## config.mk

```make
export PLATFORM = sky130hd
export DESIGN_NAME = lfu_cache_lru_tiebreak_unit_flat
export DESIGN_NICKNAME = d
export VERILOG_FILES = /design/src/rtl/lfulru_pkg.sv /design/src/rtl/lfulru_ifs.sv /design/src/rtl/lfu_cache_lru_tiebreak_unit.sv /design/src/flat_wrapper.sv
export SDC_FILE = /design/constraint.sdc
export NUM_CORES = 2
export LEC_CHECK = 0
export BUFFER_PORTS_ARGS = -buffer_cell sky130_fd_sc_hd__buf_2
export CAP_MARGIN = 20
export CORE_UTILIZATION = 55
export DETAILED_ROUTE_END_ITERATION = 10
export PLACE_DENSITY = 0.85
export SYNTH_ARGS = -nofsm -noshare
export SYNTH_HDL_FRONTEND = slang
export SYNTH_SLANG_ARGS = --single-unit
```

## constraint.sdc

```tcl
create_clock -name clk -period 17.99 [get_ports clk]
set_clock_uncertainty 0.05 [all_clocks]
set_input_delay 3.598 -clock clk [delete_from_list [all_inputs] [get_ports clk]]
set_output_delay 3.598 -clock clk [all_outputs]
set_load 0.01 [all_outputs]
```

## src/rtl/lfulru_pkg.sv

```systemverilog
// shared types and constants of the lfu cache with lru tie-break
// no dependencies
`timescale 1ns / 1ps

package lfulru_pkg;

    localparam int CAPACITY_DEFAULT = 16;
    localparam int KEY_W            = 32;
    localparam int DATA_W           = 32;
    localparam int COUNT_W          = 16;
    localparam int CAP_W            = 5;

    localparam logic [CAP_W-1:0]   CAP_RESET  = 5'd16;
    localparam logic [COUNT_W-1:0] COUNT_MAX  = 16'hFFFF;
    localparam logic [COUNT_W-1:0] COUNT_INIT = 16'd1;
    localparam logic [DATA_W-1:0]  MISS_VALUE = 32'hFFFF_FFFF;

    typedef enum logic
    {
        CMD_GET = 1'b0,
        CMD_PUT = 1'b1
    } cmd_t;

endpackage

```

## src/rtl/lfulru_ifs.sv

```systemverilog
// valid/ready channel interfaces: request, response and capacity write
// depends on lfulru_pkg
`timescale 1ns / 1ps

interface lfulru_req_if;
    logic                                    valid;
    logic                                    ready;
    lfulru_pkg::cmd_t                        cmd;
    logic signed [lfulru_pkg::KEY_W-1:0]     key;
    logic signed [lfulru_pkg::DATA_W-1:0]    value;

    modport source (output valid, output cmd, output key, output value, input ready);
    modport sink   (input valid, input cmd, input key, input value, output ready);
endinterface

interface lfulru_rsp_if;
    logic                                    valid;
    logic                                    ready;
    logic                                    hit;
    logic signed [lfulru_pkg::DATA_W-1:0]    read_value;
    logic                                    evicted;
    logic signed [lfulru_pkg::KEY_W-1:0]     evicted_key;

    modport source (output valid, output hit, output read_value, output evicted,
                    output evicted_key, input ready);
    modport sink   (input valid, input hit, input read_value, input evicted,
                    input evicted_key, output ready);
endinterface

interface lfulru_cfg_if;
    logic                               valid;
    logic                               ready;
    logic [lfulru_pkg::CAP_W-1:0]       data;

    modport source (output valid, output data, input ready);
    modport sink   (input valid, input data, output ready);
endinterface

```

## src/rtl/lfu_cache_lru_tiebreak_unit.sv

```systemverilog
// top level: fully associative lfu key-value store with lru tie-break
// depends on lfulru_pkg and the channel interfaces in lfulru_ifs.sv
`timescale 1ns / 1ps

// channels: req (cmd, key, value) in, rsp (hit, read_value, evicted,
// evicted_key) out, cfg writes capacity_in_use; all valid/ready, a beat
// moves when valid and ready are both high. cfg is always ready.
// a get returns the stored value on a hit, -1 on a miss; a put updates a
// present key or inserts a new one, evicting the lowest-count entry (oldest
// touched on equal counts) when full; a put at capacity zero does nothing.
// timing: a req beat lands in an input register; the lookup, victim tree
// and update are combinational from it and load the result register when
// that is empty or being taken; the response is shown from it. one beat per
// cycle is sustained while rsp is not held off, as the compute step holds
// the parallel key match and the count/rank minimum tree over all entries.
// stall: while rsp is held off the result register keeps its beat, the
// input register still takes one more beat, then req.ready drops.
// reset: all entries invalid, occupancy zero, capacity 16, both registers
// empty; no clearing pass is needed.
module lfu_cache_lru_tiebreak_unit
#(
    parameter int CAPACITY = lfulru_pkg::CAPACITY_DEFAULT
)
(
    input  logic               clk,
    input  logic               rst_n,
    lfulru_req_if.sink         req,
    lfulru_rsp_if.source       rsp,
    lfulru_cfg_if.sink         cfg
);

    localparam int IW     = (CAPACITY > 1) ? $clog2(CAPACITY) : 1;
    localparam int RW     = IW;
    localparam int OW     = $clog2(CAPACITY + 1);
    localparam int LEAVES = 1 << IW;
    localparam int NODES  = 2 * LEAVES - 1;
    localparam int CW     = lfulru_pkg::COUNT_W;
    localparam int KW     = lfulru_pkg::KEY_W;
    localparam int DW     = lfulru_pkg::DATA_W;
    localparam int TW     = CW + RW;

    // control
    logic [lfulru_pkg::CAP_W-1:0]  cap_reg, cap_next;
    logic [OW-1:0]                 occ_reg, occ_next;
    logic                          a_valid_reg, a_valid_next;
    logic                          o_valid_reg, o_valid_next;
    logic [CAPACITY-1:0]           valid_reg, valid_next;

    // input register payload
    lfulru_pkg::cmd_t              a_cmd_reg;
    logic signed [KW-1:0]          a_key_reg;
    logic signed [DW-1:0]          a_value_reg;

    // entry storage
    logic [KW-1:0]                 key_reg   [CAPACITY];
    logic [KW-1:0]                 key_next  [CAPACITY];
    logic [DW-1:0]                 data_reg  [CAPACITY];
    logic [DW-1:0]                 data_next [CAPACITY];
    logic [CW-1:0]                 count_reg [CAPACITY];
    logic [CW-1:0]                 count_next[CAPACITY];
    logic [RW-1:0]                 rank_reg  [CAPACITY];
    logic [RW-1:0]                 rank_next [CAPACITY];

    // result register
    logic                          o_hit_reg, o_hit_next;
    logic signed [DW-1:0]          o_rd_reg, o_rd_next;
    logic                          o_ev_reg, o_ev_next;
    logic signed [KW-1:0]          o_evk_reg, o_evk_next;

    logic                          accept;
    logic                          advance;

    logic [CAPACITY-1:0]           match;
    logic                          hit_any;
    logic [RW-1:0]                 hit_rank;
    logic [DW-1:0]                 hit_data;
    logic [OW-1:0]                 cap_eff;
    logic                          is_get;
    logic                          do_put;
    logic                          do_insert;
    logic                          do_evict;
    logic                          do_alloc;
    logic                          do_touch;
    logic [CAPACITY-1:0]           vic_sel;
    logic [RW-1:0]                 vic_rank;
    logic [KW-1:0]                 vic_key;
    logic [CAPACITY-1:0]           free_mask;
    logic                          free_any;
    logic [IW-1:0]                 free_idx;
    logic [CAPACITY-1:0]           free_sel;

    // victim tree, heap order, leaves at the back
    logic                          node_vld[NODES];
    logic [TW-1:0]                 node_tag[NODES];
    logic [IW-1:0]                 node_idx[NODES];

    assign accept    = req.valid && req.ready;
    assign advance   = a_valid_reg && (!o_valid_reg || rsp.ready);
    assign req.ready = !a_valid_reg || advance;
    assign cfg.ready = 1'b1;

    assign rsp.valid       = o_valid_reg;
    assign rsp.hit         = o_hit_reg;
    assign rsp.read_value  = o_rd_reg;
    assign rsp.evicted     = o_ev_reg;
    assign rsp.evicted_key = o_evk_reg;

    // tag: lower count first, then higher rank (older) first
    genvar g;
    generate
        for (g = 0; g < LEAVES; g++)
        begin : g_leaf
            if (g < CAPACITY)
            begin : g_real
                assign node_vld[LEAVES-1+g] = valid_reg[g];
                assign node_tag[LEAVES-1+g] = {count_reg[g], ~rank_reg[g]};
            end
            else
            begin : g_pad
                assign node_vld[LEAVES-1+g] = 1'b0;
                assign node_tag[LEAVES-1+g] = '0;
            end
            assign node_idx[LEAVES-1+g] = IW'(g);
        end
        for (g = 0; g < LEAVES - 1; g++)
        begin : g_node
            logic take_left;
            assign take_left = node_vld[2*g+1] &&
                (!node_vld[2*g+2] || (node_tag[2*g+1] <= node_tag[2*g+2]));
            assign node_vld[g] = node_vld[2*g+1] || node_vld[2*g+2];
            assign node_tag[g] = take_left ? node_tag[2*g+1] : node_tag[2*g+2];
            assign node_idx[g] = take_left ? node_idx[2*g+1] : node_idx[2*g+2];
        end
    endgenerate

    always_comb
    begin
        hit_rank = '0;
        hit_data = '0;
        vic_rank = '0;
        vic_key  = '0;
        for (int i = 0; i < CAPACITY; i++)
        begin
            match[i]   = valid_reg[i] && (key_reg[i] == a_key_reg);
            vic_sel[i] = node_vld[0] && (node_idx[0] == IW'(i));
            if (match[i])
            begin
                hit_rank = hit_rank | rank_reg[i];
                hit_data = hit_data | data_reg[i];
            end
            if (vic_sel[i])
            begin
                vic_rank = vic_rank | rank_reg[i];
                vic_key  = vic_key | key_reg[i];
            end
        end
        hit_any = |match;

        cap_eff   = (cap_reg > CAPACITY) ? OW'(CAPACITY) : OW'(cap_reg);
        is_get    = (a_cmd_reg == lfulru_pkg::CMD_GET);
        do_put    = (a_cmd_reg == lfulru_pkg::CMD_PUT) && (cap_eff != '0);
        do_insert = do_put && !hit_any;
        do_evict  = do_insert && (occ_reg >= cap_eff) && node_vld[0];
        do_touch  = hit_any && (is_get || do_put);

        // the victim's slot counts as free for the insert
        free_mask = ~valid_reg | (do_evict ? vic_sel : '0);
        free_any  = |free_mask;
        free_idx  = '0;
        for (int i = CAPACITY - 1; i >= 0; i--)
        begin
            if (free_mask[i])
            begin
                free_idx = IW'(i);
            end
        end
        for (int i = 0; i < CAPACITY; i++)
        begin
            free_sel[i] = free_any && (free_idx == IW'(i));
        end
        do_alloc = do_insert && free_any;
    end

    always_comb
    begin
        valid_next = valid_reg;
        occ_next   = occ_reg;
        for (int i = 0; i < CAPACITY; i++)
        begin
            key_next[i]   = key_reg[i];
            data_next[i]  = data_reg[i];
            count_next[i] = count_reg[i];
            rank_next[i]  = rank_reg[i];

            if (do_touch)
            begin
                if (valid_reg[i] && (rank_reg[i] < hit_rank))
                begin
                    rank_next[i] = rank_reg[i] + RW'(1);
                end
                if (match[i])
                begin
                    rank_next[i] = '0;
                    if (count_reg[i] != lfulru_pkg::COUNT_MAX)
                    begin
                        count_next[i] = count_reg[i] + CW'(1);
                    end
                    if (do_put)
                    begin
                        data_next[i] = a_value_reg;
                    end
                end
            end

            if (do_evict && vic_sel[i])
            begin
                valid_next[i] = 1'b0;
            end

            if (do_alloc)
            begin
                if (valid_reg[i] && !(do_evict && vic_sel[i]))
                begin
                    if (do_evict && (rank_reg[i] > vic_rank))
                    begin
                        rank_next[i] = rank_reg[i];
                    end
                    else
                    begin
                        rank_next[i] = rank_reg[i] + RW'(1);
                    end
                end
                if (free_sel[i])
                begin
                    valid_next[i] = 1'b1;
                    key_next[i]   = a_key_reg;
                    data_next[i]  = a_value_reg;
                    count_next[i] = lfulru_pkg::COUNT_INIT;
                    rank_next[i]  = '0;
                end
            end
        end

        if (do_alloc && !do_evict)
        begin
            occ_next = occ_reg + OW'(1);
        end
        else if (do_evict && !do_alloc && (occ_reg != '0))
        begin
            occ_next = occ_reg - OW'(1);
        end

        o_hit_next = do_touch;
        if (is_get)
        begin
            o_rd_next = hit_any ? hit_data : lfulru_pkg::MISS_VALUE;
        end
        else
        begin
            o_rd_next = '0;
        end
        o_ev_next  = do_evict;
        o_evk_next = do_evict ? vic_key : '0;

        a_valid_next = accept ? 1'b1 : (advance ? 1'b0 : a_valid_reg);
        o_valid_next = advance ? 1'b1 : (rsp.ready ? 1'b0 : o_valid_reg);
        cap_next     = cfg.valid ? cfg.data : cap_reg;
    end

    always_ff @(posedge clk or negedge rst_n)
    begin
        if (!rst_n)
        begin
            cap_reg     <= lfulru_pkg::CAP_RESET;
            occ_reg     <= '0;
            valid_reg   <= '0;
            a_valid_reg <= 1'b0;
            o_valid_reg <= 1'b0;
        end
        else
        begin
            cap_reg     <= cap_next;
            a_valid_reg <= a_valid_next;
            o_valid_reg <= o_valid_next;
            if (advance)
            begin
                occ_reg   <= occ_next;
                valid_reg <= valid_next;
            end
        end
    end

    always_ff @(posedge clk)
    begin
        if (accept)
        begin
            a_cmd_reg   <= req.cmd;
            a_key_reg   <= req.key;
            a_value_reg <= req.value;
        end
        if (advance)
        begin
            o_hit_reg <= o_hit_next;
            o_rd_reg  <= o_rd_next;
            o_ev_reg  <= o_ev_next;
            o_evk_reg <= o_evk_next;
            for (int i = 0; i < CAPACITY; i++)
            begin
                key_reg[i]   <= key_next[i];
                data_reg[i]  <= data_next[i];
                count_reg[i] <= count_next[i];
                rank_reg[i]  <= rank_next[i];
            end
        end
    end

endmodule

```

## src/flat_wrapper.sv

```systemverilog
// flat-port wrapper written by rule: the top's interface ports become plain ports
module lfu_cache_lru_tiebreak_unit_flat 
#(
    parameter int CAPACITY = lfulru_pkg::CAPACITY_DEFAULT
)
  (clk, rst_n, req_valid, req_cmd, req_key, req_value, req_ready, rsp_valid, rsp_hit, rsp_read_value, rsp_evicted, rsp_evicted_key, rsp_ready, cfg_valid, cfg_data, cfg_ready);
  lfulru_req_if req_i ();
  lfulru_rsp_if rsp_i ();
  lfulru_cfg_if cfg_i ();
  input  logic clk;
  input  logic rst_n;
  input wire logic [$bits(req_i.valid)-1:0] req_valid;
  input wire logic [$bits(req_i.cmd)-1:0] req_cmd;
  input wire logic [$bits(req_i.key)-1:0] req_key;
  input wire logic [$bits(req_i.value)-1:0] req_value;
  output wire logic [$bits(req_i.ready)-1:0] req_ready;
  output wire logic [$bits(rsp_i.valid)-1:0] rsp_valid;
  output wire logic [$bits(rsp_i.hit)-1:0] rsp_hit;
  output wire logic [$bits(rsp_i.read_value)-1:0] rsp_read_value;
  output wire logic [$bits(rsp_i.evicted)-1:0] rsp_evicted;
  output wire logic [$bits(rsp_i.evicted_key)-1:0] rsp_evicted_key;
  input wire logic [$bits(rsp_i.ready)-1:0] rsp_ready;
  input wire logic [$bits(cfg_i.valid)-1:0] cfg_valid;
  input wire logic [$bits(cfg_i.data)-1:0] cfg_data;
  output wire logic [$bits(cfg_i.ready)-1:0] cfg_ready;
  assign req_i.valid = req_valid;
  assign req_i.cmd = req_cmd;
  assign req_i.key = req_key;
  assign req_i.value = req_value;
  assign req_ready = req_i.ready;
  assign rsp_valid = rsp_i.valid;
  assign rsp_hit = rsp_i.hit;
  assign rsp_read_value = rsp_i.read_value;
  assign rsp_evicted = rsp_i.evicted;
  assign rsp_evicted_key = rsp_i.evicted_key;
  assign rsp_i.ready = rsp_ready;
  assign cfg_i.valid = cfg_valid;
  assign cfg_i.data = cfg_data;
  assign cfg_ready = cfg_i.ready;
  lfu_cache_lru_tiebreak_unit #(.CAPACITY(CAPACITY)) u_core (.clk(clk), .rst_n(rst_n), .req(req_i), .rsp(rsp_i), .cfg(cfg_i));
endmodule
```

==> results by group <==
Outcome
  – Status: finished, violations left
  – Failing checks: design-rule violations

Synth
  – EDFF count, synth: 1475
  – Part of the Yosys area used for sequential elements: 50.2%
  – Most used flip-flop cell after synthesis: edfxtp_1
  – Syn Inst Count: 7861
  – Post-synthesis async set-or-reset flop share: 1.86%
  – Mean post-synth cell area: 11.4 sq um
  – Post-synth top area share: 49.4%
  – Synth Net Count: 8389
  – Yosys reg bits: 1503
  – Synthesized cell area: 0.0897 sq mm
  – Yosys warns: 0
  – Synth area leader: edfxtp_1
  – Area contributors post-synth: edfxtp_1, ha_1, xnor2_1
  – Unique cell type count in the Yosys netlist: 107

Worst setup path
  – CP max stage cell: mux2i_1
  – Worst endpoint required time: 18390 ps
  – CP startpoint kind: flop
  – Crit path largest cell delay: 980 ps
  – CP most frequent cell: ha_1
  – Critical path arrival: 16000 ps
  – Critical Path Fanout Max: 32
  – Cells on worst reg2reg path: 41
  – Critical path class: flop to flop
  – CP Capture Type: flop

STA
  – Worst slew pin tran: 1380 ps
  – Setup ws final: 2390 ps
  – RSZ-0062 raised after global routing: no
  – FMAX: 64.1 MHz
  – Final slew viol count: 0
  – Period utilization: 86.7%
  – Setup violations, final: 0
  – Final min period: 15600 ps
  – Final hold vios: 0
  – Setup TNS: 0 ps
  – Worst relative slew slack: 8.07%

Clock network
  – CTS tree: done
  – Cts bufs inserted: 158
  – Longest Clk Path Bufs: 3
  – Post-CTS Setup Inserts: 0
  – Clock sinks: 1503
  – Reg clk slew, reported paths: 60 ps
  – Clk_lat worst skew: 840 ps
  – Resize count post-CTS: 0
  – CTS root buffer: clkbuf_16
  – # hold bufs at CTS: 0
  – Max H-tree Level: 4

Global route
  – Gr usage total: 38.1%
  – Global-route wire length before repair: 460000 um
  – Vias in the first global route: 68600
  – Largest net degree at the start of global routing: 202
  – Initial antenna violation count: 9
  – Gr ovfl total: 0

Power
  – Total power: 21.1 mW
  – Pleak: 33.4 nW
  – VDD IR-drop max: 0.434 mV
  – Pwr dens: 214 mW/mm^2
  – Comb power frac: 61.7%
  – Switching share of total power: 50.1%
  – Seq pwr share: 22.5%
  – Power Internal: 10.5 mW
  – Clock share of power: 15.8%
  – Switching power total: 10.6 mW

Drt
  – Iteration-0 DRC Markers: 12600
  – Post-route DRC violation count: 9
  – Antenna-violating nets left: 0
  – Via density: 7.10
  – Drt pass-1 iters: 11
  – Mean routed wirelength per cell: 31.4 um
  – WL final: 321000 um
  – Total vias in the final route: 72500

Die
  – Core Footprint: 0.161 sq mm
  – Starting Density: 55.6%
  – Rows: 147
  – Die area: 0.165 sq mm
  – Die width: 406 um
  – Die Y: 406 um
  – Io pins: 144

Hold path
  – Hold path depth: 1
  – Hold Crit Class: flop to flop

Run
  – Max-Cap Viols: 0

Layout
  – P&R area growth vs syn: 9.54%
  – Final #Nets: 8450
  – Fin area: 0.0982 sq mm
  – Most frequent cells in the layout: edfxtp_1, xnor2_1, nor2_1, mux2_2, ha_1
  – Commonest non-fill, non-tap cell in the layout: edfxtp_1
  – Fraction of layout cells with a size suffix above 1: 14.3%

Place
  – PortBufs: 142
  – Post-detail-place hpwl: 217000 um
  – Placed instance area: 0.0928 sq mm
  – DP Worst Slack: 2640 ps
  – Routability cong.: 1.06
## worst max-delay path, delay by kind of cell, from the launching register on
| kind | cells | cell delay [ps] |
|---|---|---|
| fa+ha+maj | 4 | 1510 |
| buf+inv | 6 | 1980 |
| flops | 1 | 340 |
| compound gates | 17 | 5360 |
| simple gates | 13 | 4950 |
| mux | 1 | 980 |
## synth_stat cells (30+ instances only)
| cell | count |
|---|---|
| o21ai_0 | 256 |
| and3_1 | 86 |
| nand2_1 | 429 |
| mux2_2 | 458 |
| nor2b_1 | 42 |
| nand4_1 | 317 |
| a221oi_1 | 111 |
| clkbuf_1 | 289 |
| ha_1 | 452 |
| or3_1 | 38 |
| mux2_1 | 76 |
| o21a_1 | 71 |
| xnor2_1 | 595 |
| a221o_1 | 39 |
| nor3_1 | 127 |
| and4_1 | 44 |
| xor2_1 | 121 |
| nand2b_1 | 43 |
| a22o_1 | 77 |
| buf_4 | 39 |
| mux2_4 | 30 |
| nor4_1 | 81 |
| edfxtp_1 | 1475 |
| a21oi_1 | 411 |
| a22oi_1 | 280 |
| buf_2 | 56 |
| inv_1 | 286 |
| nor2_1 | 597 |
| a222oi_1 | 69 |
| mux2i_1 | 57 |
| a31oi_1 | 33 |
| nand3_1 | 276 |
## power groups by stage
stage	combinational, mW	clock (mW)	sequential (mW)
2_1_floorplan	7.64	0	4.71
3_3_place_gp	12.0	0	4.75
3_5_place_dp	12.1	0	4.77
4_1_cts	12.2	3.33	4.71
5_1_grt	13.6	3.46	4.75
6_report	13.0	3.34	4.74
## area by class of cell
cell class              instances  area (sq um)
well taps                    2160          2700
diodes                          4          10.0
repair buffers                326          2320
clock buffers                 200          4150
clock inverters                86          1020
fillers                     12400         63100
inverters                     289          1090
multi-input cells            5644         41900
flip-flops and latches       1503         45000
## per-stage QoR
step | std cells | util, % | hold WS (ps)
6_report | 10200 | 60.9 | 435
2_1_floorplan | 7861 | - | 403
3_3_place_gp | 9905 | 57.5 | 420
3_5_place_dp | 9910 | 57.5 | 424
4_1_cts | 10200 | 60.7 | 436
5_1_grt | 10200 | 60.9 | 460
## per-layer routing
metal  track usage, %  wire length, um  part of all wire [%]
met5                0              151                 0.047
met1             49.6           116000                    36
met4             22.6            22400                   7.0
met3             11.5            44900                    14
met2             56.0           137000                    43
## worst paths after layout
kind                                          from                      to  slack (ps)
setup reg to reg           u_core.count_reg[0][20]  u_core.key_reg[0][141]        2390
min in group asynchronous                    rst_n      u_core.a_valid_reg        2820
hold / removal                   u_core.occ_reg[4]       u_core.occ_reg[4]         430
hold reg to reg                  u_core.occ_reg[4]       u_core.occ_reg[4]         430
max in group asynchronous                    rst_n     u_core.valid_reg[3]       14440
setup / recovery           u_core.count_reg[0][20]  u_core.key_reg[0][141]        2390
## logic make-up after synthesis
| logic type | Yosys count | share of synthesized area (%) |
|---|---|---|
| XOR/XNOR | 716 | 6.99 |
| buffers and inverters | 714 | 3.45 |
| AO/OA/AOI/OAI | 1617 | 12.5 |
| AND/OR/NAND/NOR | 2236 | 12.7 |
| multiplexers | 621 | 7.84 |
| flip-flops | 1503 | 50.2 |
| other | 1 | 0.00418 |
| adder cells (fa/ha/maj) | 453 | 6.33 |
Power figures use the tool's default switching activity.
